[config.mk]
export PLATFORM = sky130hd
export DESIGN_NAME = knn_top_k_majority_vote_unit
export DESIGN_NICKNAME = d
export VERILOG_FILES = /design/src/hw/rtl/knn_pkg.sv /design/src/hw/rtl/knn_div.sv /design/src/hw/rtl/knn_top_k_majority_vote_unit.sv
export SDC_FILE = /design/constraint.sdc
export NUM_CORES = 1
export LEC_CHECK = 0
export ABC_CLOCK_PERIOD_IN_PS = 18400
export BUFFER_PORTS_ARGS = -buffer_cell sky130_fd_sc_hd__buf_2
export CORE_ASPECT_RATIO = 0.5
export CORE_UTILIZATION = 40
export CTS_BUF_LIST = sky130_fd_sc_hd__clkbuf_2
export DETAILED_ROUTE_END_ITERATION = 16
export PLACE_DENSITY = 0.57
export SYNTH_ARGS = -nofsm -noshare
export SYNTH_HDL_FRONTEND = slang
export SYNTH_HIERARCHICAL = 1
export SYNTH_SLANG_ARGS = --single-unit
[constraint.sdc]
create_clock -name i_clk -period 18.4 [get_ports i_clk]
set_clock_uncertainty 0.2 [all_clocks]
set_input_delay 3.68 -clock i_clk [delete_from_list [all_inputs] [get_ports i_clk]]
set_output_delay 3.68 -clock i_clk [all_outputs]
set_load 0.1 [all_outputs]
[src/hw/rtl/knn_pkg.sv]
// Shared constants, widths and the sequencer state type for the k-NN vote unit.
// No dependencies; imported by every module of the unit.
package knn_pkg;

    localparam int MAX_K       = 8;
    localparam int MAX_CLASSES = 64;

    localparam int SIM_W     = 16;
    localparam int LBL_W     = 6;
    localparam int K_W       = 4;
    localparam int NCLS_W    = 7;
    localparam int CFG_W     = 7;
    localparam int CFG_IDX_W = 1;
    localparam int SLOT_W    = $clog2(MAX_K);
    localparam int SUM_W     = SIM_W + $clog2(MAX_K);
    localparam int DIV_CNT_W = $clog2(SUM_W + 1);

    localparam logic [K_W-1:0]    K_RESET    = K_W'(3);
    localparam logic [NCLS_W-1:0] NCLS_RESET = NCLS_W'(64);

    // register indexes
    localparam logic [CFG_IDX_W-1:0] CFG_K_IN_USE    = 1'b0;
    localparam logic [CFG_IDX_W-1:0] CFG_NUM_CLASSES = 1'b1;

    typedef enum logic [2:0] {
        S_IDLE,
        S_SCAN,
        S_UPDATE,
        S_TALLY,
        S_DIV
    } t_state;

endpackage

[src/hw/rtl/knn_div.sv]
// Bit-serial restoring divider: signed slot-score sum by the neighbour count.
// Quotient truncates toward zero. Depends on knn_pkg.
module knn_div (
    input  logic                              i_clk,
    input  logic                              i_rst_n,
    input  logic                              i_start,
    input  logic signed [knn_pkg::SUM_W-1:0]  i_dividend,
    input  logic        [knn_pkg::K_W-1:0]    i_divisor,
    output logic                              o_done,
    output logic signed [knn_pkg::SIM_W-1:0]  o_quotient
);
    import knn_pkg::*;

    logic                 r_busy;
    logic                 r_done;
    logic                 r_neg;
    logic [DIV_CNT_W-1:0] r_cnt;
    logic [SUM_W-1:0]     r_q;
    logic [K_W-1:0]       r_rem;
    logic [K_W-1:0]       r_div;

    logic [K_W:0]         rem_sh;
    logic                 fits;
    logic [K_W:0]         rem_sub;
    logic [SUM_W-1:0]     mag;
    logic [SUM_W-1:0]     q_signed;

    assign mag      = i_dividend[SUM_W-1] ? SUM_W'(-i_dividend) : SUM_W'(i_dividend);
    assign rem_sh   = {r_rem, r_q[SUM_W-1]};
    assign fits     = rem_sh >= {1'b0, r_div};
    assign rem_sub  = rem_sh - {1'b0, r_div};
    assign q_signed = r_neg ? (~r_q + 1'b1) : r_q;

    always_ff @(posedge i_clk) begin
        if (!i_rst_n) begin
            r_busy <= 1'b0;
            r_done <= 1'b0;
            r_cnt  <= '0;
        end else if (i_start) begin
            r_busy <= 1'b1;
            r_done <= 1'b0;
            r_cnt  <= DIV_CNT_W'(SUM_W);
        end else if (r_busy) begin
            r_cnt <= r_cnt - 1'b1;
            if (r_cnt == DIV_CNT_W'(1)) begin
                r_busy <= 1'b0;
                r_done <= 1'b1;
            end
        end
    end

    always_ff @(posedge i_clk) begin
        if (i_start) begin
            r_neg <= i_dividend[SUM_W-1];
            r_q   <= mag;
            r_rem <= '0;
            r_div <= i_divisor;
        end else if (r_busy) begin
            // remainder stays below the divisor, so it fits K_W bits
            r_rem <= fits ? rem_sub[K_W-1:0] : rem_sh[K_W-1:0];
            r_q   <= {r_q[SUM_W-2:0], fits};
        end
    end

    assign o_done     = r_done;
    assign o_quotient = q_signed[SIM_W-1:0];

endmodule

[src/hw/rtl/knn_top_k_majority_vote_unit.sv]
// k-NN top-K majority vote. A non-final request goes from acceptance through S_SCAN, which
// finds the lowest slot with the shared compare, and S_UPDATE back to S_IDLE for the next one.
// A final request goes on through S_TALLY and the S_DIV divider: its result becomes valid once
// the divider is done, later while an earlier result still waits, and ready returns then.
// Synchronous active-low reset restores k_in_use=3, num_classes=64 and clears all slots.
// The result register frees the input side; a new request is taken while a result waits.
module knn_top_k_majority_vote_unit (
    input  logic                                 i_clk,
    input  logic                                 i_rst_n,
    input  logic                                 i_cfg_we,
    input  logic [knn_pkg::CFG_IDX_W-1:0]        i_cfg_idx,
    input  logic [knn_pkg::CFG_W-1:0]            i_cfg_data,
    input  logic                                 i_in_valid,
    output logic                                 o_in_ready,
    input  logic signed [knn_pkg::SIM_W-1:0]     i_similarity,
    input  logic [knn_pkg::LBL_W-1:0]            i_class_label,
    input  logic                                 i_last_item,
    output logic                                 o_out_valid,
    input  logic                                 i_out_ready,
    output logic [knn_pkg::LBL_W-1:0]            o_winning_label,
    output logic [knn_pkg::K_W-1:0]              o_vote_count,
    output logic signed [knn_pkg::SIM_W-1:0]     o_mean_similarity
);
    import knn_pkg::*;

    t_state r_state, n_state;

    logic [K_W-1:0]    r_k_in_use;
    logic [NCLS_W-1:0] r_num_classes;

    logic signed [SIM_W-1:0] r_score [MAX_K];
    logic [LBL_W-1:0]        r_class [MAX_K];
    logic [MAX_K-1:0]        r_filled;

    logic signed [SIM_W-1:0] r_sim;
    logic [LBL_W-1:0]        r_lbl;
    logic                    r_last;
    logic [K_W-1:0]          r_k;
    logic [K_W-1:0]          r_idx;
    logic [SLOT_W-1:0]       r_low;
    logic signed [SIM_W-1:0] r_min;
    logic signed [SUM_W-1:0] r_sum;
    logic [LBL_W-1:0]        r_best_lbl;
    logic [K_W-1:0]          r_best_cnt;

    logic                    r_out_valid;
    logic [LBL_W-1:0]        r_out_lbl;
    logic [K_W-1:0]          r_out_cnt;
    logic signed [SIM_W-1:0] r_out_mean;

    logic [K_W-1:0]          k_eff;
    logic [NCLS_W-1:0]       ncls_eff;
    logic signed [SIM_W-1:0] rd_score;
    logic [LBL_W-1:0]        rd_class;
    logic                    rd_filled;
    logic [K_W-1:0]          cnt;
    logic                    votes;
    logic                    better;
    logic                    in_acc;
    logic                    scan_more;
    logic                    div_start;
    logic                    div_done;
    logic signed [SIM_W-1:0] div_q;
    logic                    load_out;

    assign k_eff = (r_k_in_use == '0) ? K_W'(1) :
                   (r_k_in_use > K_W'(MAX_K)) ? K_W'(MAX_K) : r_k_in_use;
    assign ncls_eff = (r_num_classes == '0) ? NCLS_W'(1) :
                      (r_num_classes > NCLS_W'(MAX_CLASSES)) ? NCLS_W'(MAX_CLASSES)
                                                             : r_num_classes;

    assign rd_score  = r_score[r_idx[SLOT_W-1:0]];
    assign rd_class  = r_class[r_idx[SLOT_W-1:0]];
    assign rd_filled = r_filled[r_idx[SLOT_W-1:0]];
    assign scan_more = r_idx < r_k;

    // votes for the slot under the pointer: every live filled slot with the same class
    always_comb begin
        cnt = '0;
        for (int j = 0; j < MAX_K; j++) begin
            if (K_W'(j) < r_k && r_filled[j] && r_class[j] == rd_class) begin
                cnt = cnt + 1'b1;
            end
        end
    end

    assign votes  = rd_filled && ({1'b0, rd_class} < ncls_eff);
    assign better = votes && ((cnt > r_best_cnt) ||
                              (cnt == r_best_cnt && rd_class < r_best_lbl));

    assign in_acc   = i_in_valid && o_in_ready;
    assign load_out = (r_state == S_DIV) && div_done && (!r_out_valid || i_out_ready);

    always_ff @(posedge i_clk) begin
        if (!i_rst_n) begin
            r_state <= S_IDLE;
        end else begin
            r_state <= n_state;
        end
    end

    always_comb begin
        n_state    = r_state;
        o_in_ready = 1'b0;
        div_start  = 1'b0;
        unique case (r_state)
            S_IDLE: begin
                o_in_ready = 1'b1;
                if (i_in_valid) begin
                    n_state = S_SCAN;
                end
            end
            S_SCAN: begin
                if (!scan_more) begin
                    n_state = S_UPDATE;
                end
            end
            S_UPDATE: begin
                n_state = r_last ? S_TALLY : S_IDLE;
            end
            S_TALLY: begin
                if (!scan_more) begin
                    div_start = 1'b1;
                    n_state   = S_DIV;
                end
            end
            S_DIV: begin
                if (load_out) begin
                    n_state = S_IDLE;
                end
            end
            default: n_state = S_IDLE;
        endcase
    end

    always_ff @(posedge i_clk) begin
        if (!i_rst_n) begin
            r_k_in_use    <= K_RESET;
            r_num_classes <= NCLS_RESET;
        end else if (i_cfg_we) begin
            unique case (i_cfg_idx)
                CFG_K_IN_USE:    r_k_in_use    <= i_cfg_data[K_W-1:0];
                CFG_NUM_CLASSES: r_num_classes <= i_cfg_data[NCLS_W-1:0];
                default: ;
            endcase
        end
    end

    // request capture and sequencing registers
    always_ff @(posedge i_clk) begin
        unique case (r_state)
            S_IDLE: begin
                if (in_acc) begin
                    r_sim  <= i_similarity;
                    r_lbl  <= i_class_label;
                    r_last <= i_last_item;
                    r_k    <= k_eff;
                    r_idx  <= K_W'(1);
                    r_low  <= '0;
                    r_min  <= r_score[0];
                end
            end
            S_SCAN: begin
                if (scan_more) begin
                    if (rd_score < r_min) begin
                        r_low <= r_idx[SLOT_W-1:0];
                        r_min <= rd_score;
                    end
                    r_idx <= r_idx + 1'b1;
                end
            end
            S_UPDATE: begin
                r_idx      <= '0;
                r_sum      <= '0;
                r_best_lbl <= '0;
                r_best_cnt <= '0;
            end
            S_TALLY: begin
                if (scan_more) begin
                    r_sum <= r_sum + SUM_W'(rd_score);
                    if (better) begin
                        r_best_lbl <= rd_class;
                        r_best_cnt <= cnt;
                    end
                    r_idx <= r_idx + 1'b1;
                end
            end
            S_DIV: ;
            default: ;
        endcase
    end

    // slot store: replace the lowest slot when the new score is higher, cleared on reset and when a result is issued
    always_ff @(posedge i_clk) begin
        if (!i_rst_n || load_out) begin
            for (int i = 0; i < MAX_K; i++) begin
                r_score[i] <= '0;
                r_class[i] <= '0;
            end
            r_filled <= '0;
        end else if (r_state == S_UPDATE && r_sim > r_min) begin
            r_score[r_low]  <= r_sim;
            r_class[r_low]  <= r_lbl;
            r_filled[r_low] <= 1'b1;
        end
    end

    knn_div u_div (
        .i_clk      (i_clk),
        .i_rst_n    (i_rst_n),
        .i_start    (div_start),
        .i_dividend (r_sum),
        .i_divisor  (r_k),
        .o_done     (div_done),
        .o_quotient (div_q)
    );

    always_ff @(posedge i_clk) begin
        if (!i_rst_n) begin
            r_out_valid <= 1'b0;
        end else if (load_out) begin
            r_out_valid <= 1'b1;
        end else if (i_out_ready) begin
            r_out_valid <= 1'b0;
        end
    end

    always_ff @(posedge i_clk) begin
        if (load_out) begin
            r_out_lbl  <= r_best_lbl;
            r_out_cnt  <= r_best_cnt;
            r_out_mean <= div_q;
        end
    end

    assign o_out_valid       = r_out_valid;
    assign o_winning_label   = r_out_lbl;
    assign o_vote_count      = r_out_cnt;
    assign o_mean_similarity = r_out_mean;

`ifndef SYNTHESIS
    a_busy_after_req: assert property (@(posedge i_clk) disable iff (!i_rst_n)
        in_acc |=> !o_in_ready)
        else $error("input ready held high after a request");

    a_slots_cleared: assert property (@(posedge i_clk) disable iff (!i_rst_n)
        load_out |=> (r_filled == '0))
        else $error("slots not cleared after a result");

    a_votes_bounded: assert property (@(posedge i_clk) disable iff (!i_rst_n)
        o_out_valid |-> (o_vote_count <= K_W'(MAX_K)))
        else $error("vote count above slot count");

    a_div_idle_start: assert property (@(posedge i_clk) disable iff (!i_rst_n)
        div_start |=> (r_state == S_DIV && !div_done))
        else $error("divider start out of sequence");
`endif

endmodule

# Yosys cells after proc, flatten, opt, wreduce, memory -nomap -nowiden
# Memories as Yosys holds them, arrays and structs flattened. A register that Yosys moved wholly into a read port is not among the register bits.
# Cells that the tools add are included.
[totals] word_cells=209 memories=2 ramBits=176 out_inout_bits=28 ff_bits=163
[mem_list] name="r_score" depth=8 word_bits=16 read_ports=2 rd_clocked_by_memory_dff=1 write_ports=8 line_no="knn_top_k_majority_vote_unit.sv:31" rtl="logic signed [SIM_W-1:0] r_score [MAX_K];"
[mem_list] name="r_class" depth=8 word_bits=6 read_ports=9 rd_clocked_by_memory_dff=1 write_ports=8 line_no="knn_top_k_majority_vote_unit.sv:32" rtl="logic [LBL_W-1:0] r_class [MAX_K];"
[op_classes] magnitude_cmp=20 n_eq_ne=24 n_reduce_logical=51 n_bitwise=4 addsub=13 muxes=68
[op_table] operator="16-bit 2-to-1 mux" count=5
[op_table] operator="19-bit 2-to-1 mux" count=4
[op_table] operator="4-bit 2-to-1 mux" count=13
[op_table] operator="6-bit == test" count=8
[op_table] operator="19-bit one-hot mux with 2 select lines" count=1
[op_table] operator="3-bit 2-to-1 mux" count=11
[op_table] operator="4-bit by 1-bit adder with 4-bit output (second input constant)" count=8
[op_table] operator="16-bit one-hot mux with 2 select lines" count=1
[op_table] operator="1-bit logical AND" count=24
[op_table] operator="19-bit by 16-bit adder with 19-bit output" count=1
[op_table] operator="19-bit negation" count=1
[op_table] operator="1-bit 2-to-1 mux" count=18
[op_table] operator="6-bit 2-to-1 mux" count=3
[op_table] operator="2-bit inequality test (second input constant)" count=9
[op_table] operator="16-bit by 1-bit adder with 16-bit output (second input constant)" count=1
[op_table] operator="16-bit greater-than comparator" count=1
[op_table] operator="16-bit < comparator" count=1
[op_table] operator="3-bit by 4-bit < comparator with 1-bit output (first input constant)" count=4
[op_table] operator="16-bit NOT" count=1
[op_table] operator="16-bit OR reduction" count=1
[op_table] operator="3-bit one-hot mux with 5 select lines" count=1
[op_table] operator="7-bit 2-to-1 mux" count=2
[op_table] operator="4-bit one-hot mux with 3 select lines" count=1
[op_table] operator="6-bit one-hot mux with 2 select lines" count=1
[op_table] operator="other kinds (39)" count=59

# Longest topological paths before layout
# Gate-level depths: netlist of run 1.
[logic_depth] word_depth=25 ltp_mapped=35 ltp_nobuf=33

# By module
# Netlist of run 1, hierarchy kept.
[by_module_without_submodules] mod="knn_top_k_majority_vote_unit" area_per_inst_um2=15640.0 instances=1 cells_each=1176
[by_module_without_submodules] mod="knn_div" area_per_inst_um2=2373.5 instances=1 cells_each=253

# Worst setup path before layout of run 1
# OpenSTA, ideal clock, no wires.
[synth_path] path_kind="register to register" start="register with a tool-made name" end="register r_best_cnt[0], enable pin" required_ps=17808 setup_slack_ps=10907 t_arrival_ps=6900 synth_period_minus_slack_ps=7493 stages_incl_launch_ff=34 cell_sequence="dfxtp_1 -> clkbuf_1 -> buf_2 -> mux4_2 -> mux2i_4 -> xnor2_1 -> nor2_1 -> and3_1 -> ha_1 -> xor2_1 -> inv_1 -> ha_1 -> and3_1 -> a21o_1 -> ha_1 -> nor2_1 -> nor2_1 -> ha_1 -> nand2_1 -> o31ai_1 -> ha_1 -> mux2_2 -> ha_1 -> inv_1 -> nor2_1 -> xor2_1 -> xnor2_1 -> ha_1 -> a21oi_1 -> o21ai_0 -> o22ai_1 -> nor2_1 -> o221ai_1 -> a21boi_0"
[synth_lines] item="end signal: assignment" line_no="knn_top_k_majority_vote_unit.sv:183" rtl="r_best_cnt <= cnt;"
[synth_lines] item="end: declaration" line_no="knn_top_k_majority_vote_unit.sv:44" rtl="logic [K_W-1:0] r_best_cnt;"

==> flow_summary.json, run 1 <==
{
  "status": "finished clean",
  "cts_resized": 0,
  "drcViolationCount": 0,
  "post_cts_buffers": 0,
  "wl_um": 44000,
  "worstMarginPinSlew_ps": 1410,
  "synth.cell_area_mm2": 0.0180,
  "multiInputGateArea_mm2": 0.00770,
  "maxSlewViolCount": 0,
  "start_util_pct": 41.0,
  "crit_family": "adder cells",
  "wl_per_cell_um": 20.2,
  "clk_transition_reported_paths_ps": 110,
  "cpMaxStageDelayCell": "mux4_2",
  "start_kind": "flop",
  "final_util_pct": 45.0,
  "die_x_um": 302,
  "cp-end-kind": "flop",
  "arrival_ps": 8540,
  "dp_cells": 2033,
  "yosys.cell_types.count": 76,
  "p_leak_uw": 0.00770,
  "clk_latency_ps": 1010,
  "core_mm2": 0.0440,
  "num_vias": 11500,
  "finish.net_count": 1650,
  "antenna_found_initial": 1,
  "setup_viol": 0,
  "via_per_inst": 5.28,
  "avgSynthCellArea_um2": 12.6,
  "drt_first_iter_violations": 745,
  "cts_hold_buffers": 0,
  "syn_nets": 1549,
  "grt_usage_pct": 19.5,
  "grt_pass1_wl_um": 68000,
  "crit_fanout": 44,
  "first_pass_iters": 5,
  "min_period_ps": 8090,
  "ys.flop_type": "edfxtp_1",
  "grt_max_degree": 48,
  "die_area_mm2": 0.0459,
  "crit_path_frequent_cell": "ha_1",
  "core.rowCount": 54,
  "yosysWarnings": 6,
  "die_height_um": 152,
  "rsz0062_at_grt": "false",
  "synthArstFlopShare_pct": 0,
  "route.antenna.remaining_nets": 0,
  "cts_tree": "built",
  "power.density_mw_per_mm2": 108,
  "min_period_over_period_pct": 44.0,
  "irDropWorstVdd_v": 0.0000519,
  "crit_buf_inv": 4,
  "cts_buffer_depth": 3,
  "finalWorstSetupSlack_ps": 10310,
  "h-tree-depth": 3,
  "hp-class": "reg2reg",
  "port_buffers": 63,
  "ys_seq_area_share_pct": 55.0,
  "max_stage_delay_ps": 620,
  "dpl_cell_area_mm2": 0.0190,
  "grt_overflow": 0,
  "grt_pass1_vias": 11700,
  "drive_above_1_share_pct": 21.3,
  "gp_congestion": 0.877,
  "fin_cells": 2182,
  "dp_worst_setup_slack_ps": 10420,
  "relSlewSlack_pct": 5.86,
  "required_ps": 18850,
  "synth_edf_count": 305,
  "dp_hpwl_um": 30000,
  "max_freq_mhz": 124,
  "fin_tns_setup_ps": 0,
  "cts_sinks": 342,
  "num_io_pins": 64,
  "area_delta_synth_final_pct": 9.81,
  "syn_inst": 1429,
  "final_area_mm2": 0.0198,
  "clock-root-buffer": "clkbuf_2",
  "synth-seq-cells": 342,
  "seq_area_mm2": 0.00990,
  "cts_made_buffers": 83,
  "hold_viol": 0,
  "nFillCells": 4014,
  "cap_violations": 0,
  "path_class": "reg2reg"
}
==> worst reg2reg max path, delay by kind of cell, from the launching register on <==
| kind | cells | cell delay, ps |
|---|---|---|
| adders and majority gates | 7 | 1970 |
| muxes | 3 | 1340 |
| and+or+nand+nor | 8 | 1170 |
| AOI/OAI and AO/OA | 7 | 1020 |
| buffers and inverters | 4 | 920 |
| xor gates and xnor gates | 4 | 790 |
| DFF | 1 | 330 |
==> state kept, by name, indices dropped and copies added (netlist names), 5 cells and up, named ones only <==
name / cells
r_sum: 19
o_winning_label: 6
r_min: 16
r_lbl: 6
u_div/r_q: 19
r_sim: 16
u_div/r_cnt: 5
o_mean_similarity: 16
r_score: 128
r_filled: 8
r_num_classes: 7
r_class: 48
r_best_lbl: 6
==> cell usage after synthesis (all sizes together), types with 28 or more instances <==
cell,n,share of area [%]
edfxtp,305,51
and2,172,6.0
ha,82,5.7
nor2,79,1.6
xnor2,71,3.5
inv,68,1.4
nand2,62,1.3
a21oi,51,1.5
clkbuf,48,1.0
mux4,46,5.8
o21ai,38,1.1
dfxtp,37,4.1
nor3,37,1.1
xor2,31,1.5
mux2,30,1.9
a21o,28,1.2
==> final cells by class <==
| class | instances | share of cell area [%] |
|---|---|---|
| clock buffers | 124 | 3.14 |
| diodes | 1 | 0.0127 |
| clock inverters | 24 | 0.708 |
| multi-input cells | 956 | 38.9 |
| repair buffers | 76 | 2.09 |
| flip-flops and latches | 342 | 50.1 |
| well taps | 588 | 3.72 |
| inverters | 71 | 1.35 |
==> power breakdown <==
| group | internal [uW] | switching, uW |
|---|---|---|
| clock | 195 | 319 |
| sequential | 907 | 48.8 |
| combinational | 279 | 381 |
==> cells by family (layout without fill, tap and decap cells) <==
logic type | Yosys count | count (layout) | share of synthesized area (%)
adder cells (fa/ha/maj) | 84 | 84 | 5.92
other | 0 | 1 | 0
flip-flops | 342 | 342 | 55.0
AO/OA/AOI/OAI | 181 | 181 | 6.72
XOR/XNOR | 104 | 104 | 5.29
multiplexers | 91 | 91 | 8.81
buffers and inverters | 131 | 295 | 2.88
AND/OR/NAND/NOR | 496 | 496 | 15.4
==> layer usage <==
metal | vias up | wire, um | global-route usage, %
met1 | 5661 | 21200 | 28.1
li1 | 5497 | - | -
met4 | 0 | 783 | 5.53
met5 | - | 0 | 0
met2 | 312 | 19300 | 29.0
met3 | 61 | 2810 | 4.98
==> path summary, 6_finish.rpt <==
path / start / endpoint / slack, ps / cells past startpoint
min: r_best_cnt[3] / o_vote_count[3] / 260 / 0
max reg2reg: flop / r_best_lbl[0] / 10310 / 33
max: flop / r_best_lbl[0] / 10310 / 33
min reg2reg: r_best_cnt[3] / o_vote_count[3] / 260 / 0
==> stage by stage <==
stage	power [uW]	hold WS, ps
after floorplan	1450	226
after global placement	1610	253
after detailed placement	1630	237
after CTS	2150	239
after global routing	2270	225
final	2130	265
==> cells in the final DEF (no fill, tap or decap), drive strengths merged, types with 23 or more instances in the layout <==
| cell | synthesis | layout |
|---|---|---|
| a21o | 28 | 28 |
| a21oi | 51 | 51 |
| and2 | 172 | 172 |
| buf | 12 | 76 |
| clkbuf | 48 | 124 |
| dfxtp | 37 | 37 |
| edfxtp | 305 | 305 |
| ha | 82 | 82 |
| inv | 68 | 71 |
| mux2 | 30 | 30 |
| mux4 | 46 | 46 |
| nand2 | 62 | 62 |
| nand2b | 24 | 24 |
| nand3 | 23 | 23 |
| nor2 | 79 | 79 |
| nor3 | 37 | 37 |
| o21ai | 38 | 38 |
| xnor2 | 71 | 71 |
| xor2 | 31 | 31 |
Note: power is estimated with default switching activity, not from simulation.
==> inputs of run 2 (changes only) <==
- ABC_AREA: unset -> 1
- ABC_CLOCK_PERIOD_IN_PS: 18400 -> 8400
- PLACE_DENSITY: 0.57 -> 0.56
- clock period: 18.4 -> 8.4 ns (I/O delays scaled with it)
==> run 2 against run 1 <==
Net effect:
- non-clock buffer count rose by 9
- clock power increased by 120%
- final cell count up 28%
==> flow_summary.json, run 2 <==
{
  "status": "finished clean",
  "syn_nets": 2151,
  "start_util_pct": 40.7,
  "avgSynthCellArea_um2": 9.10,
  "cts_made_buffers": 81,
  "rr_worst_depth": 35,
  "hold_viol": 0,
  "core_mm2": 0.0453,
  "clk_latency_ps": 1030,
  "start_kind": "flop",
  "fin_tns_setup_ps": 0,
  "drive_above_1_share_pct": 14.2,
  "drt_first_iter_violations": 1262,
  "max_stage_delay_ps": 700,
  "cts_tree": "built",
  "p_sw_uw": 2630,
  "relSlewSlack_pct": 19.3,
  "layout_commonest_cell": "nor2_1",
  "irDropWorstVdd_v": 0.000121,
  "finish.net_count": 2252,
  "first_pass_iters": 8,
  "synth_edf_count": 305,
  "p_clk_share_pct": 19.3,
  "core.rowCount": 55,
  "hp-class": "reg2reg",
  "synth.cell_area_mm2": 0.0185,
  "crit_end": "r_best_lbl[5]",
  "num_io_pins": 64,
  "synth.top_cell.area_share_pct": 49.6,
  "busiest_layer": "met1",
  "port_buffers": 63,
  "setup_viol": 0,
  "max_freq_mhz": 134,
  "seqPwrFrac_pct": 38.1,
  "met1_usage_pct": 33.3,
  "min_period_over_period_pct": 88.9,
  "grt_usage_pct": 21.3,
  "antenna_found_initial": 1,
  "p_leak_uw": 0.00867,
  "route.antenna.remaining_nets": 0,
  "cts_resized": 0,
  "yosys.cell_types.count": 59,
  "power_frac_comb_pct": 42.6,
  "area_delta_synth_final_pct": 8.93,
  "post_cts_buffers": 0,
  "yosysTopAreaCell": "edfxtp_1",
  "power_uw": 5910,
  "via_per_inst": 5.12,
  "cp-end-kind": "flop",
  "grt_max_degree": 101,
  "largestRegisters": "r_score x128, r_class x48",
  "path_class": "reg2reg",
  "gp_congestion": 0.951,
  "cts_hold_buffers": 0,
  "finalHoldWorstSlack_ps": 266,
  "arrival_ps": 7990,
  "die_area_mm2": 0.0471,
  "clock-root-buffer": "clkbuf_2",
  "crit_path_frequent_cell": "nand2_1",
  "cts_sinks": 342,
  "largest_reg_flops": 128,
  "ys.flop_type": "edfxtp_1",
  "h-tree-depth": 3,
  "dp_hpwl_um": 35400,
  "synth_commonest_cells": "nor2_1, edfxtp_1, nand2_1",
  "rsz0062_at_grt": "false",
  "grt_util_met3_pct": 5.79,
  "cts_buffer_depth": 3,
  "required_ps": 8920,
  "r2r_slack_ps": 930,
  "num_vias": 14300,
  "synthArstFlopShare_pct": 0,
  "wl_per_cell_um": 17.8,
  "power.density_mw_per_mm2": 294,
  "grt_pass1_wl_um": 76800,
  "final_cell_mix": "nor2_1, edfxtp_1, nand2_1, inv_1, o21ai_0",
  "grt_overflow": 0,
  "die_x_um": 306,
  "clk_transition_reported_paths_ps": 120,
  "synth_area_leaders": "edfxtp_1, nor2_1, nand2_1",
  "grt_pass1_vias": 13200,
  "cap_violations": 0,
  "syn_inst": 2031,
  "min_period_ps": 7470,
  "grtUsageMet2_pct": 28.4,
  "p_int_uw": 3280,
  "yosysWarnings": 6,
  "nFillCells": 4464,
  "cpMaxStageDelayCell": "dfxtp_1",
  "drcViolationCount": 0,
  "post-synth-top-count-cell": "nor2_1",
  "ys_seq_area_share_pct": 53.6,
  "maxSlewViolCount": 0,
  "synth-seq-cells": 342,
  "wl_um": 49900,
  "worstMarginPinSlew_ps": 1210,
  "die_height_um": 154,
  "p_sw_share_pct": 44.5,
  "timing.rr.end": "r_best_lbl[5]",
  "top_register": "r_score",
  "crit_fanout": 36
}
run 2: cell types whose count changed in the layout (fill, tap and decap cells not counted), sizes merged, moves of 27 or more:
cell,previous run,this run
xnor2,71,5
nand2,62,330
a21oi,51,99
inv,71,266
o22ai,1,32
a21o,28,1
nor2,79,386
and2,172,3
mux2,30,0
mux4,46,0
o21ai,38,169
nand3,23,122
run 2: how the worst min path moves through the flow:
| stage | cells after the start | slack (ps) | start | to |
|---|---|---|---|---|
| 2_1_floorplan | 0 | 230 | r_best_cnt[1] | o_vote_count[1] |
| 3_3_place_gp | 0 | 230 | r_best_lbl[2] | o_winning_label[2] |
| 3_5_place_dp | 0 | 250 | r_best_lbl[1] | o_winning_label[1] |
| 4_1_cts | 2 | 270 | u_div/r_rem[3] | u_div/r_rem[3] |
| 5_1_grt | 0 | 280 | u_div/r_q[0] | o_mean_similarity[0] |
| 6_report | 0 | 270 | u_div/r_q[0] | o_mean_similarity[0] |
run 2: cells by family (layout without fill, tap and decap cells):
kind of cell / count (synthesis) / count (layout) / share of synthesized area (%)
compound gates: 360 / 360 / 10.9
xor+xnor: 31 / 31 / 1.51
fa+ha+maj: 84 / 84 / 5.77
buf+inv: 337 / 500 / 7.46
flops: 342 / 342 / 53.6
other cells: 0 / 3 / 0
simple gates: 877 / 877 / 20.8
run 2: power by group through the flow:
stage / Clock [uW] / Combinational (uW) / Sequential (uW)
3_5_place_dp: 0 / 2480 / 2290
3_3_place_gp: 0 / 2470 / 2290
4_1_cts: 1180 / 2500 / 2250
6_report: 1140 / 2520 / 2250
2_1_floorplan: 0 / 1880 / 2210
5_1_grt: 1260 / 2840 / 2280
run 2: layout make-up:
cell class              count  area, um^2  area share (%)
flip-flops and latches    342        9900            49.2
clock buffers             123         616            3.06
multi-input cells        1352        7210            35.8
diodes                      3        7.51          0.0373
clock inverters            22         134           0.665
well taps                 598         748            3.72
repair buffers             85         480            2.39
inverters                 270        1020            5.09
run 2: metal layers:
metal | wire, um | vias to the layer above
li1 | - | 7090
met5 | 0 | -
met4 | 825 | 0
met3 | 4380 | 76
met1 | 25400 | 6652
met2 | 19300 | 480
run 2: worst max-delay path: cells and delay by family (launching register included):
| family | cells | cell delay, ps |
|---|---|---|
| compound gates | 7 | 1230 |
| buf+inv | 6 | 1080 |
| simple gates | 15 | 2030 |
| flops | 1 | 700 |
| fa+ha+maj | 7 | 1900 |
run 2: through the flow:
| step | cell area, um^2 | setup WS (ps) | std cells | util [%] |
|---|---|---|---|---|
| finish | 20100 | 929 | 2795 | 44.4 |
| detailed placement | 19400 | 1050 | 2647 | 42.7 |
| CTS | 20100 | 961 | 2792 | 44.4 |
| floorplan | 18500 | 1830 | 2031 | - |
| global placement | 19400 | 1210 | 2647 | 42.7 |
| global route | 20100 | 397 | 2794 | 44.4 |
==> inputs of run 3 (changes only) <==
- SYNTH_HIERARCHICAL: 1 -> unset
==> run 3 against run 2 <==
Net effect:
- total power grew 6.0%
- setup slack lost 120 ps
- count of clock-buffer cells in the layout grew 4
- first-iteration DRC count shrank 5.9%
- sequential power grew 5%
- non-clock buffer count grew 6
- critical path type unchanged
- largest cell class unchanged
==> flow_summary.json, run 3 <==
{
  "cap_violations": 0,
  "met1_usage_pct": 33.1,
  "crit_end": "r_best_cnt[3]",
  "port_buffers": 63,
  "max_stage_delay_ps": 720,
  "synthSimpleGateAreaFrac_pct": 19.3,
  "setup_viol": 0,
  "core_mm2": 0.0443,
  "seq_area_mm2": 0.00990,
  "cpMaxStageDelayCell": "buf_4",
  "finalWorstSetupSlack_ps": 810,
  "grt_pass1_wl_um": 78300,
  "cts_sinks": 342,
  "busiest_layer": "met1",
  "wl_per_cell_um": 18.8,
  "synth_fa_ha_area_share_pct": 6.02,
  "fin_tns_setup_ps": 0,
  "finalHoldWorstSlack_ps": 292,
  "status": "finished clean",
  "final_cell_mix": "nor2_1, edfxtp_1, nand2_1, inv_1, o21ai_0",
  "area_delta_synth_final_pct": 9.44,
  "cts_hold_buffers": 0,
  "nFillCells": 4353,
  "ys.flop_type": "edfxtp_1",
  "cts_resized": 0,
  "start_kind": "flop",
  "drive_above_1_share_pct": 14.9,
  "r2r_slack_ps": 810,
  "post-synth-top-count-cell": "nor2_1",
  "yosysTopAreaCell": "edfxtp_1",
  "clock-root-buffer": "clkbuf_2",
  "synth.cell_area_mm2": 0.0183,
  "syn_nets": 2072,
  "num_vias": 14000,
  "top_register": "r_score",
  "dp_hpwl_um": 35100,
  "arrival_ps": 8020,
  "ys_seq_area_share_pct": 54.1,
  "critical_path_depth": 41,
  "min_period_over_period_pct": 90.4,
  "cp-end-kind": "flop",
  "min_period_ps": 7590,
  "rr_worst_depth": 41,
  "synth_mux_area_share_pct": 0,
  "clk_latency_ps": 1010,
  "hold_viol": 0,
  "synth_top_family_by_area": "simple AND/OR/NAND/NOR gates",
  "synth_area_leaders": "edfxtp_1, nor2_1, ha_1",
  "crit_family": "simple AND/OR/NAND/NOR gates",
  "gp_congestion": 0.912,
  "crit_fanout": 81,
  "synth_edf_count": 305,
  "grt_overflow": 0,
  "clk_transition_reported_paths_ps": 120,
  "worstMarginPinSlew_ps": 1010,
  "grt_util_met3_pct": 5.49,
  "crit_buf_inv": 10,
  "multiInputGateArea_mm2": 0.00717,
  "synth-compound-area-share_pct": 11.4,
  "num_io_pins": 64,
  "dp_worst_setup_slack_ps": 909,
  "die_height_um": 153,
  "start_util_pct": 41.3,
  "synth_commonest_cells": "nor2_1, edfxtp_1, nand2_1",
  "required_ps": 8830,
  "timing.rr.end": "r_best_cnt[3]",
  "first_pass_iters": 5,
  "avgSynthCellArea_um2": 9.38,
  "die_x_um": 304,
  "syn_inst": 1950,
  "synth-xor-area-share_pct": 2.30,
  "synth.top_cell.area_share_pct": 50.1,
  "largestRegisters": "r_score x128, r_class x48",
  "grt_pass1_vias": 13200,
  "layout_commonest_cell": "nor2_1",
  "wl_um": 51000,
  "core.rowCount": 54,
  "relSlewSlack_pct": 32.2,
  "hp-class": "reg2reg",
  "dp_cells": 2560,
  "synthArstFlopShare_pct": 0,
  "cts_made_buffers": 81,
  "yosys.cell_types.count": 61,
  "maxSlewViolCount": 0,
  "cts_tree": "built",
  "p_leak_uw": 0.00854,
  "synth-seq-cells": 342,
  "h-tree-depth": 3,
  "rsz0062_at_grt": "false",
  "power.density_mw_per_mm2": 313,
  "post_cts_buffers": 0,
  "path_class": "reg2reg",
  "max_freq_mhz": 132,
  "finish.net_count": 2177,
  "drt_first_iter_violations": 1188,
  "cts_buffer_depth": 3,
  "route.antenna.remaining_nets": 0,
  "fin_cells": 2711,
  "grt_usage_pct": 22.0,
  "grtUsageMet2_pct": 31.0,
  "drcViolationCount": 0,
  "yosysWarnings": 0,
  "grt_max_degree": 96,
  "die_area_mm2": 0.0466,
  "via_per_inst": 5.16,
  "antenna_found_initial": 3,
  "largest_reg_flops": 128,
  "irDropWorstVdd_v": 0.000174
}
[run 3: cell types whose count changed after synthesis, moves of 7 or more]
cell	change
nor2_2	-8
xor2_1	+8
nand2_1	-51
inv_1	-32
nand3_1	-23
nor2_1	-11
xnor2_1	+10
clkbuf_1	+7
nand2_2	-7
o21ai_0	+15
[run 3: final cells by class]
cell class	instances	area share [%]
diodes	2	0.0250
clock buffers	127	3.18
clock inverters	22	0.638
inverters	240	4.53
multi-input cells	1299	35.8
flip-flops and latches	342	49.5
well taps	588	3.68
repair buffers	91	2.63
[run 3: metal layers]
metal	vias up	wire length [um]
li1	6911	-
met3	71	3950
met1	6560	25400
met5	-	13
met4	2	930
met2	434	20600
[run 3: worst min path at each step]
stage                       start         endpoint  slack, ps  cells after the start
floorplan               r_sum[18]      u_div.r_neg        220                      0
global placement    r_best_cnt[1]  o_vote_count[1]        240                      0
detailed placement  r_best_cnt[1]  o_vote_count[1]        250                      0
CTS                 r_k_in_use[2]    r_k_in_use[2]        290                      2
global route        r_best_cnt[2]  o_vote_count[2]        300                      0
finish              r_best_cnt[2]  o_vote_count[2]        290                      0
[run 3: cell families after synthesis]
family | count (synthesis)
AOI/OAI and AO/OA | 372
xor gates and xnor gates | 48
adders and majority gates | 87
buffers and inverters | 309
DFF | 342
and+or+nand+nor | 792
[run 3: metrics by stage]
step | cell area (um^2) | utilization, % | total power (uW)
floorplan | 18300 | - | 4360
global route | 20000 | 45.1 | 6760
CTS | 20000 | 45.1 | 6290
global placement | 19200 | 43.4 | 5110
detailed placement | 19200 | 43.4 | 5130
finish | 20000 | 45.1 | 6270
[run 3: worst reg2reg max path: cells and delay by family, from the launching register on]
family / cells / cell delay, ps
buf+inv: 10 / 1650
compound gates: 6 / 1090
fa+ha+maj: 5 / 1360
flops: 1 / 360
simple gates: 18 / 2350
xor+xnor: 2 / 270
[run 3: power by group]
group	switching [uW]	total [uW]	internal [uW]	leakage (uW)
registers	201	2370	2160	0.00333
logic	1920	2760	841	0.00461
clock network	705	1140	435	0.000595
total	2830	6270	3440	0.00854
